$ cat config.mk
export PLATFORM = sky130hd
export DESIGN_NAME = path_pair_conflict_detector
export DESIGN_NICKNAME = d
export VERILOG_FILES = /design/src/ppcd_pkg.sv /design/src/path_pair_conflict_detector.sv /design/src/ppcd_in_reg.sv /design/src/ppcd_core.sv /design/src/ppcd_out_reg.sv
export SDC_FILE = /design/constraint.sdc
export NUM_CORES = 1
export LEC_CHECK = 0
export BUFFER_PORTS_ARGS = -buffer_cell sky130_fd_sc_hd__clkbuf_2
export CORE_MARGIN = 4
export CORE_UTILIZATION = 60
export DETAILED_ROUTE_END_ITERATION = 10
export PLACE_DENSITY_LB_ADDON = 0.25
export SLEW_MARGIN = 20
export SYNTH_ARGS = -nofsm -noshare
export SYNTH_HDL_FRONTEND = slang
export SYNTH_SLANG_ARGS = --single-unit
$ cat constraint.sdc
create_clock -name clk_i -period 7.1 [get_ports clk_i]
set_input_delay 0 -clock clk_i [delete_from_list [all_inputs] [get_ports clk_i]]
set_output_delay 0 -clock clk_i [all_outputs]
set_load 0.01 [all_outputs]
$ cat src/ppcd_pkg.sv
// ----------------------------------------------------------------------------
// ppcd_pkg
// Shared types and constants of the path pair conflict detector.
// ----------------------------------------------------------------------------
`default_nettype none

package ppcd_pkg;

  // Width of an agent identifier.
  localparam int unsigned AgentBits = 8;

  // Kind of conflict reported with a result.
  typedef enum logic [1:0] {
    KIND_NONE   = 2'd0,
    KIND_VERTEX = 2'd1,
    KIND_EDGE   = 2'd2
  } ppcd_kind_e;

endpackage : ppcd_pkg

`default_nettype wire

$ cat src/path_pair_conflict_detector.sv
// ----------------------------------------------------------------------------
// path_pair_conflict_detector
// First vertex or edge-swap conflict between two streamed agent paths.
// ----------------------------------------------------------------------------
// Path: each timestep request waits in the input register; the last one is
//   checked into the result register once that register has room.
// Throughput: one timestep request per cycle unless the last one is waiting
//   for room; the check is a handful of cell compares against the registered
//   previous cells and is combinational.
// Reset: rst_ni clears both registers' valid flags and all per-pair state;
//   the block takes requests from the first cycle after reset is released.
// ----------------------------------------------------------------------------
`default_nettype none

module path_pair_conflict_detector #(
  parameter int unsigned COORD_BITS = 8,
  parameter int unsigned STEP_BITS  = 10,
  localparam int unsigned InBits    = 2 * 8 + 2 + 4 * COORD_BITS,
  localparam int unsigned InWidth   = ((InBits + 7) / 8) * 8,
  localparam int unsigned OutBits   = 2 * 8 + 4 * COORD_BITS + STEP_BITS,
  localparam int unsigned OutWidth  = ((OutBits + 7) / 8) * 8
) (
  input  wire logic                clk_i,
  input  wire logic                rst_ni,
  // Timestep requests.
  input  wire logic                s_axis_tvalid,
  output logic                     s_axis_tready,
  // tdata, lowest bit up: agent_first, agent_second, first_valid, first_row,
  // first_col, second_valid, second_row, second_col, zero fill
  input  wire logic [InWidth-1:0]  s_axis_tdata,
  // tlast: last_step
  input  wire logic                s_axis_tlast,
  // Results.
  output logic                     m_axis_tvalid,
  input  wire logic                m_axis_tready,
  // tdata, lowest bit up: agent_first_out, agent_second_out, cell_row,
  // cell_col, prior_row, prior_col, conflict_time, zero fill
  output logic [OutWidth-1:0]      m_axis_tdata,
  // tuser: conflict_kind
  output logic [1:0]               m_axis_tuser
);
  import ppcd_pkg::*;

  // Field offsets within the request word.
  localparam int unsigned OffAgentA = 0;
  localparam int unsigned OffAgentB = OffAgentA + AgentBits;
  localparam int unsigned OffFValid = OffAgentB + AgentBits;
  localparam int unsigned OffFRow   = OffFValid + 1;
  localparam int unsigned OffFCol   = OffFRow + COORD_BITS;
  localparam int unsigned OffSValid = OffFCol + COORD_BITS;
  localparam int unsigned OffSRow   = OffSValid + 1;
  localparam int unsigned OffSCol   = OffSRow + COORD_BITS;

  logic               item_valid;
  logic [InWidth-1:0] item_data;
  logic               item_last;
  logic               out_free;
  logic               advance;

  ppcd_kind_e            res_kind;
  logic [COORD_BITS-1:0] res_row, res_col, res_prow, res_pcol;
  logic [STEP_BITS-1:0]  res_time;
  logic [OutWidth-1:0]   res_data;
  ppcd_kind_e            out_kind;

  // A timestep with no result moves on at once; the last one waits for room
  // in the result register.
  assign advance = item_valid && (!item_last || out_free);

  ppcd_in_reg #(
    .DataBits (InWidth)
  ) u_in_reg (
    .clk_i     (clk_i),
    .rst_ni    (rst_ni),
    .s_valid_i (s_axis_tvalid),
    .s_ready_o (s_axis_tready),
    .s_data_i  (s_axis_tdata),
    .s_last_i  (s_axis_tlast),
    .take_i    (advance),
    .valid_o   (item_valid),
    .data_o    (item_data),
    .last_o    (item_last)
  );

  ppcd_core #(
    .CoordBits (COORD_BITS),
    .StepBits  (STEP_BITS)
  ) u_core (
    .clk_i          (clk_i),
    .rst_ni         (rst_ni),
    .advance_i      (advance),
    .last_i         (item_last),
    .first_valid_i  (item_data[OffFValid]),
    .first_row_i    (item_data[OffFRow +: COORD_BITS]),
    .first_col_i    (item_data[OffFCol +: COORD_BITS]),
    .second_valid_i (item_data[OffSValid]),
    .second_row_i   (item_data[OffSRow +: COORD_BITS]),
    .second_col_i   (item_data[OffSCol +: COORD_BITS]),
    .res_kind_o     (res_kind),
    .res_row_o      (res_row),
    .res_col_o      (res_col),
    .res_prow_o     (res_prow),
    .res_pcol_o     (res_pcol),
    .res_time_o     (res_time)
  );

  // Pack the result; agent ids come from the last timestep request.
  assign res_data = OutWidth'({res_time, res_pcol, res_prow, res_col, res_row,
                               item_data[OffAgentB +: AgentBits],
                               item_data[OffAgentA +: AgentBits]});

  ppcd_out_reg #(
    .DataBits (OutWidth)
  ) u_out_reg (
    .clk_i     (clk_i),
    .rst_ni    (rst_ni),
    .load_i    (advance && item_last),
    .kind_i    (res_kind),
    .data_i    (res_data),
    .free_o    (out_free),
    .m_valid_o (m_axis_tvalid),
    .m_ready_i (m_axis_tready),
    .m_kind_o  (out_kind),
    .m_data_o  (m_axis_tdata)
  );

  assign m_axis_tuser = out_kind;

endmodule : path_pair_conflict_detector

`default_nettype wire

$ cat src/ppcd_in_reg.sv
// ----------------------------------------------------------------------------
// ppcd_in_reg
// Input register: captures one request and holds it until the core takes it.
// ----------------------------------------------------------------------------
`default_nettype none

module ppcd_in_reg #(
  parameter int unsigned DataBits = 56
) (
  input  wire logic                clk_i,
  input  wire logic                rst_ni,
  input  wire logic                s_valid_i,
  output logic                     s_ready_o,
  input  wire logic [DataBits-1:0] s_data_i,
  input  wire logic                s_last_i,
  input  wire logic                take_i,
  output logic                     valid_o,
  output logic [DataBits-1:0]      data_o,
  output logic                     last_o
);

  logic                valid_q, valid_d;
  logic [DataBits-1:0] data_q;
  logic                last_q;
  logic                load;

  // Accept a new request when empty or when the held one leaves this cycle.
  assign s_ready_o = !valid_q || take_i;
  assign load      = s_valid_i && s_ready_o;

  always_comb begin
    valid_d = valid_q;
    if (load) begin
      valid_d = 1'b1;
    end else if (take_i) begin
      valid_d = 1'b0;
    end
  end

  always_ff @(posedge clk_i or negedge rst_ni) begin
    if (!rst_ni) begin
      valid_q <= 1'b0;
    end else begin
      valid_q <= valid_d;
    end
  end

  always_ff @(posedge clk_i) begin
    if (load) begin
      data_q <= s_data_i;
      last_q <= s_last_i;
    end
  end

  assign valid_o = valid_q;
  assign data_o  = data_q;
  assign last_o  = last_q;

endmodule : ppcd_in_reg

`default_nettype wire

$ cat src/ppcd_core.sv
// ----------------------------------------------------------------------------
// ppcd_core
// Per-pair state and the vertex / edge conflict checks for one timestep.
// ----------------------------------------------------------------------------
`default_nettype none

module ppcd_core #(
  parameter int unsigned CoordBits = 8,
  parameter int unsigned StepBits  = 10
) (
  input  wire logic                   clk_i,
  input  wire logic                   rst_ni,
  input  wire logic                   advance_i,
  input  wire logic                   last_i,
  input  wire logic                   first_valid_i,
  input  wire logic [CoordBits-1:0]   first_row_i,
  input  wire logic [CoordBits-1:0]   first_col_i,
  input  wire logic                   second_valid_i,
  input  wire logic [CoordBits-1:0]   second_row_i,
  input  wire logic [CoordBits-1:0]   second_col_i,
  output ppcd_pkg::ppcd_kind_e        res_kind_o,
  output logic [CoordBits-1:0]        res_row_o,
  output logic [CoordBits-1:0]        res_col_o,
  output logic [CoordBits-1:0]        res_prow_o,
  output logic [CoordBits-1:0]        res_pcol_o,
  output logic [StepBits-1:0]         res_time_o
);
  import ppcd_pkg::*;

  localparam int unsigned CellBits = 2 * CoordBits;
  localparam logic [StepBits-1:0] StepMax = {StepBits{1'b1}};

  logic [CellBits-1:0] prev_first_q, prev_first_d;
  logic [CellBits-1:0] prev_second_q, prev_second_d;
  logic [StepBits-1:0] step_q, step_d;
  logic                found_q, found_d;
  logic                empty_q, empty_d;
  logic                first_end_q, first_end_d;
  logic                second_end_q, second_end_d;
  ppcd_kind_e          rec_kind_q, rec_kind_d;
  logic [CellBits-1:0] rec_cell_q, rec_cell_d;
  logic [CellBits-1:0] rec_prior_q, rec_prior_d;
  logic [StepBits-1:0] rec_time_q, rec_time_d;

  logic [CellBits-1:0] fcell, scell;
  logic                fa, sa, empty_now, hit_now, report;

  assign fcell = {first_row_i, first_col_i};
  assign scell = {second_row_i, second_col_i};
  assign fa    = first_valid_i && !first_end_q;
  assign sa    = second_valid_i && !second_end_q;

  assign empty_now = empty_q || ((step_q == '0) && (!fa || !sa));

  // Conflict search for this timestep; a parked path sits on its last cell.
  always_comb begin
    hit_now     = 1'b0;
    rec_kind_d  = rec_kind_q;
    rec_cell_d  = rec_cell_q;
    rec_prior_d = rec_prior_q;
    rec_time_d  = rec_time_q;
    if (!found_q && !empty_now) begin
      priority if (fa && sa) begin
        if (fcell == scell) begin
          hit_now     = 1'b1;
          rec_kind_d  = KIND_VERTEX;
          rec_cell_d  = fcell;
          rec_prior_d = '0;
        end else if ((step_q != '0) && (fcell == prev_second_q)
                     && (prev_first_q == scell)) begin
          hit_now     = 1'b1;
          rec_kind_d  = KIND_EDGE;
          rec_cell_d  = fcell;
          rec_prior_d = prev_first_q;
        end
      end else if (fa) begin
        if (fcell == prev_second_q) begin
          hit_now     = 1'b1;
          rec_kind_d  = KIND_VERTEX;
          rec_cell_d  = fcell;
          rec_prior_d = '0;
        end
      end else if (sa) begin
        if (prev_first_q == scell) begin
          hit_now     = 1'b1;
          rec_kind_d  = KIND_VERTEX;
          rec_cell_d  = scell;
          rec_prior_d = '0;
        end
      end else begin
        hit_now = 1'b0;
      end
    end
    if (hit_now) begin
      rec_time_d = step_q;
    end
  end

  assign report = (found_q || hit_now) && !empty_now;

  // Result as it stands after this timestep.
  assign res_kind_o = report ? rec_kind_d : KIND_NONE;
  assign res_row_o  = report ? rec_cell_d[CellBits-1:CoordBits] : '0;
  assign res_col_o  = report ? rec_cell_d[CoordBits-1:0] : '0;
  assign res_prow_o = report ? rec_prior_d[CellBits-1:CoordBits] : '0;
  assign res_pcol_o = report ? rec_prior_d[CoordBits-1:0] : '0;
  assign res_time_o = report ? rec_time_d : '0;

  always_comb begin
    prev_first_d  = fa ? fcell : prev_first_q;
    prev_second_d = sa ? scell : prev_second_q;
    first_end_d   = first_end_q || !fa;
    second_end_d  = second_end_q || !sa;
    step_d        = (step_q != StepMax) ? step_q + 1'b1 : step_q;
    found_d       = found_q || hit_now;
    empty_d       = empty_now;
  end

  always_ff @(posedge clk_i or negedge rst_ni) begin
    if (!rst_ni) begin
      prev_first_q  <= '0;
      prev_second_q <= '0;
      step_q        <= '0;
      found_q       <= 1'b0;
      empty_q       <= 1'b0;
      first_end_q   <= 1'b0;
      second_end_q  <= 1'b0;
      rec_kind_q    <= KIND_NONE;
      rec_cell_q    <= '0;
      rec_prior_q   <= '0;
      rec_time_q    <= '0;
    end else if (advance_i) begin
      if (last_i) begin
        // End of pair: drop everything back to the reset value.
        prev_first_q  <= '0;
        prev_second_q <= '0;
        step_q        <= '0;
        found_q       <= 1'b0;
        empty_q       <= 1'b0;
        first_end_q   <= 1'b0;
        second_end_q  <= 1'b0;
        rec_kind_q    <= KIND_NONE;
        rec_cell_q    <= '0;
        rec_prior_q   <= '0;
        rec_time_q    <= '0;
      end else begin
        prev_first_q  <= prev_first_d;
        prev_second_q <= prev_second_d;
        step_q        <= step_d;
        found_q       <= found_d;
        empty_q       <= empty_d;
        first_end_q   <= first_end_d;
        second_end_q  <= second_end_d;
        rec_kind_q    <= rec_kind_d;
        rec_cell_q    <= rec_cell_d;
        rec_prior_q   <= rec_prior_d;
        rec_time_q    <= rec_time_d;
      end
    end
  end

  a_clear_after_last: assert property (@(posedge clk_i) disable iff (!rst_ni)
    advance_i && last_i |=> (step_q == '0) && !found_q && !empty_q)
    else $error("pair state not cleared after last timestep");

  a_found_not_empty: assert property (@(posedge clk_i) disable iff (!rst_ni)
    found_q |-> !empty_q)
    else $error("conflict recorded for an empty pair");

  a_first_step_clean: assert property (@(posedge clk_i) disable iff (!rst_ni)
    (step_q == '0) |-> !found_q && !empty_q && !first_end_q && !second_end_q)
    else $error("state set before the first timestep");

  a_edge_has_history: assert property (@(posedge clk_i) disable iff (!rst_ni)
    found_q && (rec_kind_q == KIND_EDGE) |-> (rec_time_q != '0))
    else $error("edge conflict recorded at the first timestep");

endmodule : ppcd_core

`default_nettype wire

$ cat src/ppcd_out_reg.sv
// ----------------------------------------------------------------------------
// ppcd_out_reg
// Result register: holds one finished result until the sink takes it.
// ----------------------------------------------------------------------------
`default_nettype none

module ppcd_out_reg #(
  parameter int unsigned DataBits = 64
) (
  input  wire logic                 clk_i,
  input  wire logic                 rst_ni,
  input  wire logic                 load_i,
  input  wire ppcd_pkg::ppcd_kind_e kind_i,
  input  wire logic [DataBits-1:0]  data_i,
  output logic                      free_o,
  output logic                      m_valid_o,
  input  wire logic                 m_ready_i,
  output ppcd_pkg::ppcd_kind_e      m_kind_o,
  output logic [DataBits-1:0]       m_data_o
);
  import ppcd_pkg::*;

  logic                valid_q, valid_d;
  ppcd_kind_e          kind_q;
  logic [DataBits-1:0] data_q;

  // Free when empty or when the held result is taken this cycle.
  assign free_o = !valid_q || m_ready_i;

  always_comb begin
    valid_d = valid_q;
    if (load_i) begin
      valid_d = 1'b1;
    end else if (m_ready_i) begin
      valid_d = 1'b0;
    end
  end

  always_ff @(posedge clk_i or negedge rst_ni) begin
    if (!rst_ni) begin
      valid_q <= 1'b0;
    end else begin
      valid_q <= valid_d;
    end
  end

  always_ff @(posedge clk_i) begin
    if (load_i) begin
      kind_q <= kind_i;
      data_q <= data_i;
    end
  end

  assign m_valid_o = valid_q;
  assign m_kind_o  = kind_q;
  assign m_data_o  = data_q;

  a_no_overwrite: assert property (@(posedge clk_i) disable iff (!rst_ni)
    load_i |-> free_o)
    else $error("result register overwritten while held");

  a_hold_stalled: assert property (@(posedge clk_i) disable iff (!rst_ni)
    valid_q && !m_ready_i |=> valid_q && $stable(data_q))
    else $error("stalled result changed");

  a_kind_known: assert property (@(posedge clk_i) disable iff (!rst_ni)
    valid_q && (kind_q == KIND_NONE) |-> (data_q[DataBits-1:16] == '0))
    else $error("result without conflict carries conflict fields");

endmodule : ppcd_out_reg

`default_nettype wire
# After elaboration in Yosys (flattened, before gate mapping)
# Cells that the tools add are included.
[op_classes]
addsub = 1
n_mux = 51
eq_ne = 4
reduce_logical = 38
[ops]
columns = ["op", "n"]
rows = [
  ["16-bit 2-to-1 mux", 22],
  ["16-bit equality test", 3],
  ["10-bit 2-to-1 mux", 4],
  ["2-bit 2-to-1 mux", 9],
  ["1-bit 2-to-1 mux", 16],
  ["1-bit logical AND", 11],
  ["10-bit by 1-bit adder with 10-bit output, second input constant", 1],
  ["10-bit zero test", 1],
  ["10-bit != test, second input constant", 1],
  ["10-bit nonzero test", 1],
  ["2-bit nonzero test", 5],
  ["1-bit zero test", 9],
  ["1-bit logical OR", 8],
  ["2-bit AND reduction", 3],
]
[totals]
out_inout_bits = 68
in_bits = 61
reg_bits = 203

# Longest topological paths before layout
# Gate-level depths: netlist of the first run.
[logic_depth]
word_depth = 11
ltp_mapped = 11
ltp_nobuf = 9

# Cells and area by module
# A second synthesis of the first run with hierarchy kept.
[hier_totals]
cells_unflattened = 904
hier_area_um2 = 10233.6
[by_module_without_submodules]
columns = ["module", "n_inst", "seq_area_each_um2", "area_per_inst_um2", "cells_each"]
rows = [
  ["ppcd_core", 1, 2252.2, 6416.2, 770],
  ["ppcd_out_reg", 1, 2006.9, 2029.4, 69],
  ["ppcd_in_reg", 1, 1736.7, 1765.4, 61],
  ["path_pair_conflict_detector", 1, 0.0, 22.5, 4],
]

# Least setup slack after synthesis of the first run
# OpenSTA, ideal clock, no wires.
[synth_timing]
path_kind = "flip-flop to flip-flop"
from = "reg u_in_reg.last_q, in the netlist u_in_reg.last_o"
to = "reg u_out_reg.data_q[0], in the netlist u_out_reg.m_data_o[0] (enable)"
t_required_ns = 6.610
arrival_time_ns = 3.729
path_stages_with_launch = 5
setup_ns = 0.490
path_slack_ns = 2.881
path_cell_list = "edfxtp_1 clkbuf_1 nand3b_1 nand2_1 nor2_1"
[synth_between]
elab_chain_len = 4
[synth_rtl]
columns = ["item", "line", "rtl"]
rows = [
  ["from (decl)", "ppcd_in_reg.sv:24", "logic last_q;"],
  ["from (signal assigned)", "ppcd_in_reg.sv:51", "last_q <= s_last_i;"],
  ["1-bit zero test", "path_pair_conflict_detector.sv:68", "assign advance = item_valid && (!item_last || out_free);"],
  ["1-bit logical OR", "path_pair_conflict_detector.sv:68", ""],
  ["1-bit logical AND", "path_pair_conflict_detector.sv:68", ""],
  ["1-bit logical AND *", "path_pair_conflict_detector.sv:117", ".load_i (advance && item_last),"],
  ["via u_out_reg.load_i", "ppcd_out_reg.sv:12", "input wire logic load_i,"],
  ["to (signal assigned)", "ppcd_out_reg.sv:50", "data_q <= data_i;"],
  ["to (decl)", "ppcd_out_reg.sv:25", "logic [DataBits-1:0] data_q;"],
]
# The timed path passes the listed nets; every way through them passes the cells marked *.
# A chain may end at the register's enable or synchronous reset.

# Worst setup path in the final report of the first run
[layout_timing]
from = "reg u_core.step_q[1]"
to = "reg u_out_reg.kind_q[0], in the netlist u_out_reg.m_kind_o[0], data pin"
[layout_between]
elab_chain_len = 9
elab_cells_between_ends = 18
cone_classes = "mux: 8; reduce/logical: 10"
[layout_rtl]
columns = ["item", "line", "rtl"]
rows = [
  ["from (decl)", "ppcd_core.sv:35", "logic [StepBits-1:0] step_q, step_d;"],
  ["from (signal assigned)", "ppcd_core.sv:149", "step_q <= step_d;"],
  ["10-bit nonzero test", "ppcd_core.sv:69", "end else if ((step_q != '0) && (fcell == prev_second_q)"],
  ["1-bit logical AND", "ppcd_core.sv:69", ""],
  ["1-bit logical AND", "ppcd_core.sv:70", "&& (prev_first_q == scell)) begin"],
  ["1-bit 2-to-1 mux", "ppcd_core.sv:69", ""],
  ["1-bit 2-to-1 mux", "ppcd_core.sv:64", "if (fcell == scell) begin"],
  ["1-bit 2-to-1 mux", "ppcd_core.sv:63", "priority if (fa && sa) begin"],
  ["1-bit 2-to-1 mux", "ppcd_core.sv:62", "if (!found_q && !empty_now) begin"],
  ["1-bit logical OR", "ppcd_core.sv:99", "assign report = (found_q || hit_now) && !empty_now;"],
  ["1-bit logical AND", "ppcd_core.sv:99", ""],
  ["to (signal assigned)", "ppcd_out_reg.sv:49", "kind_q <= kind_i;"],
  ["to (decl)", "ppcd_out_reg.sv:24", "ppcd_kind_e kind_q;"],
]
# Parallel ways exist; a longest one is shown, timed or not.

==> results of run 1 <==
-- cells in the final DEF (no fill, tap or decap), types with 14 or more instances in the layout --
master                          Yosys  layout
sky130_fd_sc_hd__clkbuf_2           0     115
sky130_fd_sc_hd__edfxtp_1         111     111
sky130_fd_sc_hd__dfrtp_1           92      92
sky130_fd_sc_hd__dlygate4sd3_1      0      55
sky130_fd_sc_hd__xnor2_1           50      50
sky130_fd_sc_hd__a22o_1            50      50
sky130_fd_sc_hd__nor2_1            42      41
sky130_fd_sc_hd__nand2_1           32      32
sky130_fd_sc_hd__and3_1            26      26
sky130_fd_sc_hd__clkbuf_16          0      21
sky130_fd_sc_hd__mux2i_1           19      19
sky130_fd_sc_hd__a22oi_1           17      17
sky130_fd_sc_hd__a32oi_1           16      16
sky130_fd_sc_hd__a221o_1           16      16
sky130_fd_sc_hd__nand4_1           14      14
-- how the worst max path moves through the flow --
stage	cells past startpoint	slack [ns]	to
after floorplan	4	2.88	u_out_reg.m_data_o[0]
after global placement	8	3.22	u_out_reg.m_kind_o[0]
after detailed placement	8	3.12	u_out_reg.m_kind_o[0]
after CTS	8	3.08	u_out_reg.m_kind_o[0]
after global routing	10	2.80	u_out_reg.m_kind_o[0]
final	10	3.04	u_out_reg.m_kind_o[0]
-- cells by family after synthesis --
group / count (synthesis) / share of synthesized area, %
buffers and inverters: 49 / 3.08
AND/OR/NAND/NOR: 150 / 9.26
multiplexers: 19 / 2.21
XOR/XNOR: 55 / 5.60
AO/OA/AOI/OAI: 148 / 14.0
other: 1 / 0.0436
adder cells (fa/ha/maj): 2 / 0.291
flip-flops: 203 / 65.5
-- area by class of cell --
type | count | area, um^2
clock buffer | 25 | 551
timing repair buffer | 178 | 1210
fill | 871 | 3530
multi-input combinational | 380 | 2740
clock inverter | 11 | 85.1
inverter | 5 | 18.8
tap | 180 | 225
sequential | 203 | 5640
-- sequential cells by signal, indices dropped and copies added (netlist names) --
name,flops
u_core.empty_q,1
u_core.first_end_q,1
u_core.found_q,1
u_core.prev_first_q,16
u_core.prev_second_q,16
u_core.rec_cell_q,16
u_core.rec_kind_q,2
u_core.rec_prior_q,16
u_core.rec_time_q,10
u_core.second_end_q,1
u_core.step_q,10
u_in_reg.data_o,50
u_in_reg.last_o,1
u_in_reg.valid_o,1
u_out_reg.m_data_o,58
u_out_reg.m_kind_o,2
u_out_reg.m_valid_o,1
-- power breakdown --
group          switching, W  internal, W
Sequential        0.0000700      0.00132
Combinational      0.000136     0.000112
Clock              0.000440     0.000589
-- worst reg2reg max path: stages (launching register included) --
cell	delay (ns)
sky130_fd_sc_hd__dfrtp_1	0.43
sky130_fd_sc_hd__inv_1	0.12
sky130_fd_sc_hd__ha_1	0.17
sky130_fd_sc_hd__nor2b_1	0.17
sky130_fd_sc_hd__and3_1	0.20
sky130_fd_sc_hd__and3b_1	0.22
sky130_fd_sc_hd__o211ai_4	0.67
sky130_fd_sc_hd__buf_4	0.51
sky130_fd_sc_hd__a211o_1	0.72
sky130_fd_sc_hd__buf_4	0.44
sky130_fd_sc_hd__nor3_1	0.12
-- stage by stage --
step / setup slack [ns] / instance area, um^2
after detailed placement: 3.12 / 9280
final: 3.04 / 10500
after global placement: 3.22 / 9240
after global routing: 2.80 / 10500
after floorplan: 2.88 / 8620
after CTS: 3.08 / 10500
-- per-layer routing --
metal | routed length, um | up-vias | track usage, %
met1 | 8400 | 2965 | 35.2
li1 | - | 2691 | -
met5 | 0 | - | 0
met3 | 1500 | 33 | 5.17
met4 | 414 | 0 | 6.93
met2 | 9810 | 252 | 40.1
-- repair_timing --
action,4_1_cts,5_1_grt
hold buffers,55,0
resized for setup,0,0
buffers inserted,0,0
endpoints found under the hold margin,100,0
==> out/qor_table.md, run 1 <==
| Step | Result | This run |
|:---|:---|:---|
| worst setup path | Arrival time of data at the critical path endpoint | 4.27 ns |
| drt | Final ANT Viol Nets | 0 |
| worst setup path | Most used cell along the critical path | sky130_fd_sc_hd__buf_4 |
| die | Initial Util | 61.5% |
| sta | Summed negative setup slack over all endpoints | 0 ns |
| clock tree | Maximum root-to-sink buffer count | 3 |
| die | Die Y-Extent | 128 um |
| drt | Iteration count of the initial detailed-routing pass | 5 |
| sta | Clock period minus worst slack | 4.06 ns |
| sta | Worst Tran Pin Value | 1.10 ns |
| worst setup path | Highest-delay cell along the critical path | sky130_fd_sc_hd__a211o_1 |
| clock tree | Maximum level of the CTS H-tree | 1 |
| worst setup path | Required time of the worst setup path | 7.31 ns |
| worst setup path | Setup slack, reg-to-reg | 3.04 ns |
| yosys | Synth area leaders | sky130_fd_sc_hd__edfxtp_1, sky130_fd_sc_hd__dfrtp_1, sky130_fd_sc_hd__a22o_1 |
| sta | Hold violation count in the final report | 0 |
| drt | Wirelength per Cell | 20.5 um |
| drt | Post-route DRC violation count | 0 |
| sta | Final Slew Violations | 0 |
| placed design | Detailed Place HPWL | 12.3 mm |
| worst hold path | Class of the most critical hold timing path | in -> async |
| worst setup path | Startpoint class of the critical path | flip-flop |
| drt | Total detailed-routing wirelength | 20.1 mm |
| worst setup path | Cell family with most CP delay | compound AO/OA/AOI/OAI gates |
| worst setup path | Setup Crit Path Kind | reg -> reg |
| clock tree | TritonCTS buffer count | 20 |
| grt | Remaining global-route overflow | 0 |
| yosys | Cell area after synthesis | 8610 um^2 |
| yosys | Average cell area after synthesis | 13.7 um^2 |
| placed design | Placer congestion estimate | 0.934 |
| placed design | Number of input and output port buffers inserted | 116 |
| pwr | Overall Power | 0.00266 W |
| sta | Peak Freq | 0.246 GHz |
| yosys | Top_reg_cell synth | sky130_fd_sc_hd__edfxtp_1 |
| yosys | Most common cell in the synthesized netlist | sky130_fd_sc_hd__edfxtp_1 |
| status | Outcome | finished clean |
| grt | Total routing usage reported by global routing | 25.0% |
| pwr | P_leak | 4.35 nW |
| worst setup path | Reg-to-reg critical path startpoint | u_core.step_q[1] |
| drt | Iteration-0 DRC Markers | 592 |
| clock tree | Clock tree from TritonCTS | built |
| finish | Layout cell share with drive strength beyond 1 | 22.3% |
| die | Total Die Area | 16300 um^2 |
| sta | Largest clock skew in the final design | 0.0131 ns |
| worst setup path | Number of buffer and inverter instances along the worst setup path | 3 |
| die | Site Rows | 43 |
| worst setup path | Worst setup startpoint | u_core.step_q[1] |
| clock tree | Clock-pin transition on the worst setup and hold timing paths | 0.06 ns |
| sta | Setup repair after global routing missed its margin | false |
| grt | Initial antenna violation count | 0 |
| finish | Diodes inserted | 0 |
| sta | Setup-failing EPs final | 0 |
| placed design | Total placed cells including tap cells | 891 |
| finish | Count of non-filler cells in the finished layout | 982 |
| die | Floorplan die width | 128 um |
| worst setup path | Maximum net fanout on the critical path | 30 |
| yosys | Share of synthesized flip-flops with an asynchronous set or reset | 45.3% |
| grt | First-pass GRT wire length | 32.6 mm |
| yosys | Largest area contributor in the synthesized netlist | sky130_fd_sc_hd__edfxtp_1 |
| sta | Max transition margin | 26.3% |
| sta | WHS | 0.0854 ns |
| worst setup path | Element type at the critical path end | flip-flop |
| yosys | Area fraction of the dominant cell type after synthesis | 38.7% |
| finish | P&R area growth vs syn | 21.6% |
| die | Total I/O pin count | 129 |
| yosys | Flop and latch count out of synthesis | 203 |
| worst setup path | Chain of cells forming the critical path | inv_1 -> ha_1 -> nor2b_1 -> and3_1 -> and3b_1 -> o211ai_4 -> buf_4 -> a211o_1 -> buf_4 -> nor3_1 |
| clock tree | Clock latency on the worst-skew pair | 0.50 ns |
| clock tree | Clock root buffer | sky130_fd_sc_hd__clkbuf_16 |
| finish | Layout Utilization | 74.8% |
| worst setup path | Worst Reg2Reg Path Length in Cells | 10 |
| yosys | Sequential area share after synthesis | 65.5% |
| drt | Total via count after detailed routing | 5941 |
| yosys | Post-Syn Instances | 627 |
| die | Floorplan core area | 14000 um^2 |
| sta | Post-route fraction of the period consumed by the critical path | 57.2% |
| worst setup path | Slowest cell delay on critical path | 0.71 ns |
| worst setup path | Endpoint of the lowest-slack register-to-register path | u_out_reg.m_kind_o[0] |
| pwr | VDD IR max | 0.232 mV |
| yosys | Ranking of synthesized cells by instance count | sky130_fd_sc_hd__edfxtp_1, sky130_fd_sc_hd__dfrtp_1, sky130_fd_sc_hd__a22o_1, sky130_fd_sc_hd__xnor2_1, sky130_fd_sc_hd__nor2_1 |
| finish | Nets | 851 |
| yosys | Count of warnings emitted by yosys | 0 |
| pwr | PwrDens | 255 nW/um^2 |
| clock tree | Clk sinks | 203 |
| grt | Number of global-route vias before repair | 6015 |
| yosys | Number of different library cells in the post-synthesis netlist | 46 |
| job | Max cap viols | 0 |
| yosys | Number of enable-type register cells in the synthesized netlist | 111 |
| drt | Avg Vias per Cell | 6.05 |
| grt | Pin count of the biggest net entering global routing | 52 |
Note: power is estimated with default switching activity, not from simulation.
==> run 2, diff against run 1 <==
--- a/config.mk
+++ b/config.mk
@@ -7,7 +7,7 @@
 export LEC_CHECK = 0
 export BUFFER_PORTS_ARGS = -buffer_cell sky130_fd_sc_hd__clkbuf_2
 export CORE_MARGIN = 4
-export CORE_UTILIZATION = 60
+export CORE_UTILIZATION = 57
 export DETAILED_ROUTE_END_ITERATION = 10
 export PLACE_DENSITY_LB_ADDON = 0.25
 export SLEW_MARGIN = 20
==> constraint.sdc (replaced) <==
create_clock -name clk_i -period 4 [get_ports clk_i]
set_input_delay 0 -clock clk_i [delete_from_list [all_inputs] [get_ports clk_i]]
set_output_delay 0 -clock clk_i [all_outputs]
set_load 0.01 [all_outputs]
==> run 2 against run 1 <==
Non-clock buffer count up 5; flip-flop and latch count unchanged; power up 87%; die area up 4.9%; hold slack better by 0.13 ns; sequential power up 78%; via count up 1.1%; count of clock-buffer cells in the layout up 8; maximum frequency up 30%; critical path depth down 3.
==> out/qor_table.md, run 2 (synthesis results as in run 1) <==
| Step | Result | This run | Delta |
|:---|:---|:---|:---|
| status | Outcome | finished clean |  |
| pwr | VDD IR max | 0.391 mV | +68% |
| grt | Total routing usage reported by global routing | 23.2% | -1.8 points |
| finish | P&R area growth vs syn | 23.5% |  |
| job | Max cap viols | 0 | unchanged |
| placed design | Pre-CTS setup slack | 0.783 ns | -2.33 ns |
| sta | Final Slew Violations | 0 | unchanged |
| grt | Initial antenna violation count | 0 | unchanged |
| drt | Iteration-0 DRC Markers | 548 | -7.4% |
| sta | Clock period minus worst slack | 3.12 ns | -0.940 ns |
| placed design | Placer congestion estimate | 0.913 | -2.2% |
| die | Floorplan core area | 14600 um^2 | +4.7% |
| clock tree | Clk sinks | 203 | unchanged |
| die | Die Y-Extent | 131 um | +2.4% |
| worst hold path | Class of the most critical hold timing path | in -> reg |  |
| die | Initial Util | 58.8% | -2.8 points |
| drt | Total detailed-routing wirelength | 19.8 mm | -1.5% |
| finish | Number of flip-flops in the largest register | 58 | unchanged |
| finish | Nets | 858 | +0.82% |
| placed design | Number of input and output port buffers inserted | 116 | unchanged |
| placed design | Total placed cells including tap cells | 899 | +0.90% |
| sta | Setup repair after global routing missed its margin | false |  |
| worst setup path | Number of buffer and inverter instances along the worst setup path | 0 | -3 |
| worst setup path | Worst Reg2Reg Path Length in Cells | 7 | -3 |
| sta | Post-route fraction of the period consumed by the critical path | 78.0% | +21 points |
| pwr | Clk network pwr share | 41.9% | +3.3 points |
| finish | Leading cell type in the layout, fill and taps excluded | sky130_fd_sc_hd__clkbuf_2 |  |
| clock tree | Maximum level of the CTS H-tree | 1 | unchanged |
| sta | Setup-failing EPs final | 0 | unchanged |
| die | Floorplan die width | 131 um | +2.4% |
| clock tree | Hold Buf Count CTS | 56 | +1.8% |
| pwr | Net Sw Power | 0.00114 W | +77% |
| worst hold path | Start point of the worst hold path | s_axis_tdata[41] |  |
| sta | Min setup slack post-route | 0.879 ns | -2.16 ns |
| sta | Worst Tran Pin Value | 1.02 ns | -0.0808 ns |
| clock tree | TritonCTS buffer count | 22 | +10% |
| clock tree | Clock root buffer | sky130_fd_sc_hd__clkbuf_16 |  |
| clock tree | Clock latency on the worst-skew pair | 0.49 ns | about the same |
| worst hold path | Worst hold stages | 2 |  |
| sta | Peak Freq | 0.320 GHz | +30% |
| sta | Largest clock skew in the final design | 0.00916 ns | -0.00394 ns |
| worst setup path | Arrival time of data at the critical path endpoint | 3.49 ns | -0.78 ns |
| drt | Total via count after detailed routing | 6005 | +1.1% |
| sta | Hold violation count in the final report | 0 | unchanged |
| drt | Post-route DRC violation count | 0 | unchanged |
| drt | Final ANT Viol Nets | 0 | unchanged |
| worst setup path | Element type at the critical path end | flip-flop |  |
| finish | Layout cell share with drive strength beyond 1 | 22.8% | +0.49 points |
| worst setup path | Slowest cell delay on critical path | 0.53 ns | -0.18 ns |
| grt | First-pass GRT wire length | 31.2 mm | -4.4% |
| finish | Count of non-filler cells in the finished layout | 995 | +1.3% |
| clock tree | Setup bufs post-CTS | 0 | unchanged |
| worst setup path | Required time of the worst setup path | 4.37 ns | -2.94 ns |
| sta | Max transition margin | 31.7% | +5.4 points |
| clock tree | Clock tree from TritonCTS | built |  |
| sta | Summed negative setup slack over all endpoints | 0 ns | unchanged |
| worst setup path | Reg-to-reg critical path startpoint | u_in_reg.data_o[35] |  |
| grt | Number of global-route vias before repair | 5924 | -1.5% |
| clock tree | Maximum root-to-sink buffer count | 3 | unchanged |
| die | Total I/O pin count | 129 | unchanged |
| sta | WHS | 0.218 ns | +0.133 ns |
| clock tree | Clock-pin transition on the worst setup and hold timing paths | 0.06 ns | about the same |
| drt | Avg Vias per Cell | 6.04 | -0.24% |
| worst setup path | Endpoint of the lowest-slack register-to-register path | u_core.rec_cell_q[2] |  |
| pwr | Switching portion of total power | 22.9% | -1.4 points |
| finish | Diodes inserted | 0 | unchanged |
| pwr | P_leak | 4.44 nW | +2.0% |
| placed design | Detailed Place HPWL | 12.3 mm | -0.29% |
| worst setup path | Chain of cells forming the critical path | xnor2_1 -> nand4_1 -> nor4_2 -> nand2b_1 -> o211ai_4 -> a21o_2 -> a221o_1 |  |
| pwr | PwrDens | 470 nW/um^2 | +85% |
| clock tree | Post-CTS sizing | 0 | unchanged |
| worst setup path | Setup Crit Path Kind | reg -> reg |  |
| grt | Remaining global-route overflow | 0 | unchanged |
| worst setup path | Startpoint class of the critical path | flip-flop |  |
| worst setup path | Highest-delay cell along the critical path | sky130_fd_sc_hd__a21o_2 |  |
| die | Total Die Area | 17100 um^2 | +4.9% |
| pwr | Power share of the combinational group | 8.7% | -0.6 points |
| finish | Most frequent cells in the layout | sky130_fd_sc_hd__clkbuf_2, sky130_fd_sc_hd__edfxtp_1, sky130_fd_sc_hd__dfrtp_1 |  |
| worst setup path | Maximum net fanout on the critical path | 33 | +10% |
| drt | Wirelength per Cell | 19.9 um | -2.8% |
| worst setup path | Cell family with most CP delay | compound AO/OA/AOI/OAI gates |  |
| drt | Iteration count of the initial detailed-routing pass | 5 | unchanged |
| pwr | Sequential share of power | 49.4% | -2.7 points |
| die | Site Rows | 44 | +2.3% |
| grt | Pin count of the biggest net entering global routing | 62 | +19% |
| worst hold path | End point of the worst hold path | u_in_reg.data_o[41] |  |
| pwr | Power Internal | 0.00385 W | +91% |
| worst setup path | Setup slack, reg-to-reg | 0.88 ns | -2.16 ns |
| finish | Layout Utilization | 72.6% | -2.2 points |
==> run 2: cell types whose count changed in the layout (fill, tap and decap cells not counted), sizes merged <==
cell,previous run,this run
clkbuf,140,148
buf,8,12
clkinv,7,4
clkinvlp,2,0
bufinv,1,2
dlygate4sd3,55,56
==> run 2: power by group through the flow <==
stage | registers, W | logic (W) | clock network [W]
after floorplan | 0.00247 | 0.000251 | 0
after global routing | 0.00248 | 0.000478 | 0.00221
after CTS | 0.00246 | 0.000434 | 0.00212
after detailed placement | 0.00250 | 0.000386 | 0
after global placement | 0.00249 | 0.000371 | 0
final | 0.00247 | 0.000436 | 0.00209
==> run 2: per-layer routing <==
layer | GRT usage [%] | vias to the layer above | part of all wire, %
met1 | 33.7 | 2977 | 43
met3 | 3.54 | 41 | 7.3
met5 | 0 | - | 0
met4 | 6.41 | 0 | 1.8
li1 | - | 2700 | -
met2 | 37.0 | 287 | 48
==> run 2: cell type report <==
cell class                      instances  area (um^2)
Inverter                                5         18.8
Clock inverter                          7         88.8
Multi-Input combinational cell        380         2740
Clock buffer                           33          684
Timing Repair Buffer                  183         1230
Fill cell                             949         4020
Tap cell                              184          230
Sequential cell                       203         5640
==> run 2: per-stage QoR <==
| step | area, um^2 | total power (W) |
|---|---|---|
| after floorplan | 8630 | 0.00273 |
| after global placement | 9280 | 0.00286 |
| after detailed placement | 9290 | 0.00289 |
| after CTS | 10600 | 0.00501 |
| after global routing | 10600 | 0.00516 |
| final | 10600 | 0.00499 |
==> run 2: how the worst max path moves through the flow <==
stage / from / endpoint / slack [ns] / depth (start not counted)
finish: u_in_reg.data_o[35] / u_core.rec_cell_q[2] / 0.88 / 7
global placement: u_in_reg.data_o[35] / u_core.rec_cell_q[9] / 0.88 / 7
global route: u_in_reg.data_o[35] / u_core.rec_cell_q[3] / 0.73 / 7
detailed placement: u_in_reg.data_o[35] / u_core.rec_cell_q[2] / 0.78 / 7
floorplan: u_in_reg.last_o / u_out_reg.m_data_o[0] / 0.88 / 4
CTS: u_in_reg.data_o[35] / u_core.rec_cell_q[10] / 0.70 / 7
==> run 3, diff against run 2 <==
--- a/config.mk
+++ b/config.mk
@@ -5,9 +5,10 @@
 export SDC_FILE = /design/constraint.sdc
 export NUM_CORES = 1
 export LEC_CHECK = 0
+export ABC_AREA = 1
 export BUFFER_PORTS_ARGS = -buffer_cell sky130_fd_sc_hd__clkbuf_2
 export CORE_MARGIN = 4
-export CORE_UTILIZATION = 57
+export CORE_UTILIZATION = 52
 export DETAILED_ROUTE_END_ITERATION = 10
 export PLACE_DENSITY_LB_ADDON = 0.25
 export SLEW_MARGIN = 20
==> constraint.sdc (replaced) <==
create_clock -name clk_i -period 2.5 [get_ports clk_i]
set_input_delay 0 -clock clk_i [delete_from_list [all_inputs] [get_ports clk_i]]
set_output_delay 0 -clock clk_i [all_outputs]
set_load 0.01 [all_outputs]
==> run 3 against run 2 <==
Global-route usage decreased by 0.93 points; critical endpoint is now u_out_reg.m_kind_o[0]; sequential share of layout area is 6.0 points lower; cell area grew 13%; die area rose by 22%; flip-flop and latch count did not move.
==> out/qor_table.md, run 3 <==
| Step | Result | This run | Delta |
|:---|:---|:---|:---|
| placed design | Placer congestion estimate | 0.919 | +0.66% |
| finish | Final design instance area without fill | 12000 um^2 | +13% |
| clock tree | Clock tree from TritonCTS | built |  |
| yosys | Count of warnings emitted by yosys | 0 | unchanged |
| sta | Worst Tran Pin Value | 0.605 ns | -0.418 ns |
| yosys | Area fraction of the dominant cell type after synthesis | 34.4% | -4.3 points |
| drt | Iteration-0 DRC Markers | 879 | +60% |
| yosys | Synth area leaders | sky130_fd_sc_hd__edfxtp_1, sky130_fd_sc_hd__dfrtp_1, sky130_fd_sc_hd__nand2_1 |  |
| yosys | Number of enable-type register cells in the synthesized netlist | 111 | unchanged |
| pwr | PwrDens | 680 nW/um^2 | +45% |
| grt | Pin count of the biggest net entering global routing | 52 | -16% |
| yosys | Post-Syn Instances | 1109 | +77% |
| die | Total Die Area | 20900 um^2 | +22% |
| drt | Post-route DRC violation count | 0 | unchanged |
| yosys | Ranking of synthesized cells by instance count | sky130_fd_sc_hd__nand2_1, sky130_fd_sc_hd__edfxtp_1, sky130_fd_sc_hd__dfrtp_1, sky130_fd_sc_hd__inv_1, sky130_fd_sc_hd__nand3_1 |  |
| finish | Leading cell type in the layout, fill and taps excluded | sky130_fd_sc_hd__nand2_1 |  |
| worst setup path | Required time of the worst setup path | 2.75 ns | -1.62 ns |
| yosys | Largest area contributor in the synthesized netlist | sky130_fd_sc_hd__edfxtp_1 |  |
| placed design | Number of input and output port buffers inserted | 116 | unchanged |
| yosys | Average cell area after synthesis | 8.73 um^2 | -36% |
| sta | Setup-failing EPs final | 0 | unchanged |
| worst setup path | Chain of cells forming the critical path | inv_1 -> nand2_1 -> nand2_1 -> nor2_1 -> nand2_1 -> nor2_4 -> and2_1 -> nand3_4 -> buf_4 -> nor2_2 -> nand2_1 -> inv_2 -> a21oi_1 -> nor2b_1 |  |
| worst setup path | Setup Crit Path Kind | reg -> reg |  |
| clock tree | Maximum level of the CTS H-tree | 1 | unchanged |
| finish | Layout cell share with drive strength beyond 1 | 18.7% | -4.1 points |
| finish | Layout Utilization | 66.0% | -6.5 points |
| placed design | Detailed Place HPWL | 15.6 mm | +27% |
| worst setup path | Most used cell along the critical path | sky130_fd_sc_hd__nand2_1 |  |
| finish | Nets | 1363 | +59% |
| yosys | Share of synthesized flip-flops with an asynchronous set or reset | 45.3% | unchanged |
| worst hold path | Class of the most critical hold timing path | in -> async |  |
| status | Outcome | finished clean |  |
| sta | Final Slew Violations | 0 | unchanged |
| sta | Largest clock skew in the final design | 0.0216 ns | +0.0125 ns |
| yosys | Flop and latch count out of synthesis | 203 | unchanged |
| finish | Filler Cell Count | 1456 | +53% |
| drt | Total detailed-routing wirelength | 23.5 mm | +18% |
| yosys | Cell area after synthesis | 9690 um^2 | +13% |
| yosys | Most common cell in the synthesized netlist | sky130_fd_sc_hd__nand2_1 |  |
| worst setup path | Arrival time of data at the critical path endpoint | 2.65 ns | -0.84 ns |
| drt | Total via count after detailed routing | 7919 | +32% |
| sta | Clock period minus worst slack | 2.40 ns | -0.724 ns |
| finish | Number of flip-flops in the largest register | 58 | unchanged |
| drt | Iteration count of the initial detailed-routing pass | 8 | +3 |
| worst setup path | Number of buffer and inverter instances along the worst setup path | 3 | +3 |
| sta | Post-route fraction of the period consumed by the critical path | 95.9% | +18 points |
| clock tree | Clk sinks | 203 | unchanged |
| die | Die Y-Extent | 144 um | +10% |
| clock tree | Clock latency on the worst-skew pair | 0.50 ns | about the same |
| finish | Most frequent cells in the layout | sky130_fd_sc_hd__nand2_1, sky130_fd_sc_hd__clkbuf_2, sky130_fd_sc_hd__edfxtp_1 |  |
| finish | P&R area growth vs syn | 23.7% |  |
| placed design | Post-place instance area | 10600 um^2 | +14% |
| yosys | Top_reg_cell synth | sky130_fd_sc_hd__edfxtp_1 |  |
| yosys | Number of different library cells in the post-synthesis netlist | 34 | -26% |
| sta | Hold violation count in the final report | 0 | unchanged |
| finish | Diodes inserted | 0 | unchanged |
| grt | Remaining global-route overflow | 0 | unchanged |
| sta | Peak Freq | 0.417 GHz | +30% |
| job | Max cap viols | 0 | unchanged |
| drt | Wirelength per Cell | 15.2 um | -24% |
| worst setup path | Startpoint class of the critical path | flip-flop |  |
| drt | Avg Vias per Cell | 5.13 | -15% |
| worst setup path | Element type at the critical path end | flip-flop |  |
| drt | Final ANT Viol Nets | 0 | unchanged |
| die | Initial Util | 53.4% | -5.4 points |
| yosys | Sequential area share after synthesis | 58.2% | -7.3 points |
| worst setup path | Maximum net fanout on the critical path | 12 | -64% |
| grt | Initial antenna violation count | 0 | unchanged |
| worst setup path | Slowest cell delay on critical path | 0.45 ns | -0.08 ns |
| grt | First-pass GRT wire length | 37.6 mm | +21% |
| pwr | P_leak | 5.58 nW | +26% |
| die | Floorplan die width | 144 um | +10% |
| clock tree | TritonCTS buffer count | 22 | unchanged |
| pwr | VDD IR max | 0.586 mV | +50% |
| grt | Total routing usage reported by global routing | 22.2% | -0.93 points |
| clock tree | Clock-pin transition on the worst setup and hold timing paths | 0.06 ns | about the same |
| die | Floorplan core area | 18100 um^2 | +24% |
| grt | Number of global-route vias before repair | 7254 | +22% |
| worst setup path | Highest-delay cell along the critical path | sky130_fd_sc_hd__dfrtp_1 |  |
| die | Total I/O pin count | 129 | unchanged |
| clock tree | Clock root buffer | sky130_fd_sc_hd__clkbuf_16 |  |
| sta | Max transition margin | 59.6% | +28 points |
| worst setup path | Cell family with most CP delay | simple AND/OR/NAND/NOR gates |  |
| die | Site Rows | 49 | +11% |
| clock tree | Maximum root-to-sink buffer count | 3 | unchanged |
## run 3: changes by cell type after synthesis, sizes merged, moves of 17 or more
cell,previous run,this run
nand2,32,431
inv,5,112
nand3,6,88
a22o,50,0
nor2,42,82
xnor2,50,10
and3,26,1
nor2b,5,28
mux2i,19,0
a22oi,17,0
o22ai,1,18
## run 3: cells by family (layout without fill, tap and decap cells)
group | after synthesis | in the layout | share of synthesized area [%]
AND/OR/NAND/NOR | 663 | 663 | 29.3
flip-flops | 203 | 203 | 58.2
buffers and inverters | 159 | 361 | 7.00
AO/OA/AOI/OAI | 68 | 68 | 4.09
XOR/XNOR | 13 | 13 | 1.18
adder cells (fa/ha/maj) | 2 | 2 | 0.258
other | 1 | 6 | 0.0387
## run 3: area by class of cell
class,instances,area [um^2],share of cell area [%]
sequential,203,5640,47.0
multi-input combinational,752,3470,28.9
timing repair buffer,208,1510,12.6
clock buffer,31,594,4.96
inverter,112,424,3.54
tap,229,287,2.39
clock inverter,9,62.6,0.522
timing repair inverter,1,7.51,0.0627
## run 3: repair_timing
action                                  in CTS  in global routing
endpoints found under the hold margin      133                  0
hold buffers                                56                  0
endpoints found under the setup margin       0                 47
setup buffers                                0                 12
resized for setup                            0                 22
## run 3: path summary, 6_finish.rpt
| kind | from | to | slack (ns) | cells after the start |
|---|---|---|---|---|
| worst max-delay path | u_core.prev_first_q[5] | u_out_reg.m_kind_o[0] | 0.10 | 14 |
| worst min-delay path | rst_ni | u_in_reg.valid_o | 0.05 | 2 |
| worst max register to register | u_core.prev_first_q[5] | u_out_reg.m_kind_o[0] | 0.10 | 14 |
| worst min register to register | u_in_reg.data_o[3] | u_out_reg.m_data_o[3] | 0.42 | 0 |
| max in group asynchronous | rst_ni | u_core.rec_prior_q[2] | 1.77 | 3 |
| min in group clk_i | s_axis_tdata[29] | u_in_reg.data_o[29] | 0.21 | 2 |
## run 3: power by group
part           switching (W)  internal, W  leakage, nW
Sequential          0.000147      0.00377         2.33
Clock                0.00128      0.00167        0.312
Combinational       0.000845     0.000427         2.94
Total                0.00228      0.00587         5.58
## run 3: worst reg2reg max path: cells and delay by family, from the launching register on
family / cells / cell delay [ns]
AOI/OAI and AO/OA: 1 / 0.08
and+or+nand+nor: 10 / 1.16
buffers and inverters: 3 / 0.45
DFF: 1 / 0.45
## run 3: per-stage QoR
| step | hold WS (ns) | setup slack (ns) | std cells | power (W) | setup TNS (ns) |
|---|---|---|---|---|---|
| after floorplan | -0.296 | 0.00697 | 1114 | 0.00474 | 0 |
| after global placement | 0.0445 | 0.126 | 1435 | 0.00507 | 0 |
| after detailed placement | 0.0434 | 0.0890 | 1435 | 0.00510 | 0 |
| after CTS | 0.0596 | 0.0623 | 1531 | 0.00812 | 0 |
| after global routing | 0.112 | -0.0226 | 1545 | 0.00854 | -0.247 |
| final | 0.0489 | 0.103 | 1545 | 0.00814 | 0 |
## run 3: per-layer routing
layer	wire [um]	part of all wire [%]	up-vias	global-route usage, %
met4	267	1.1	0	3.93
li1	-	-	3941	-
met1	10700	46	3663	33.7
met5	0	0	-	0
met3	1690	7.2	22	3.97
met2	10800	46	293	34.3
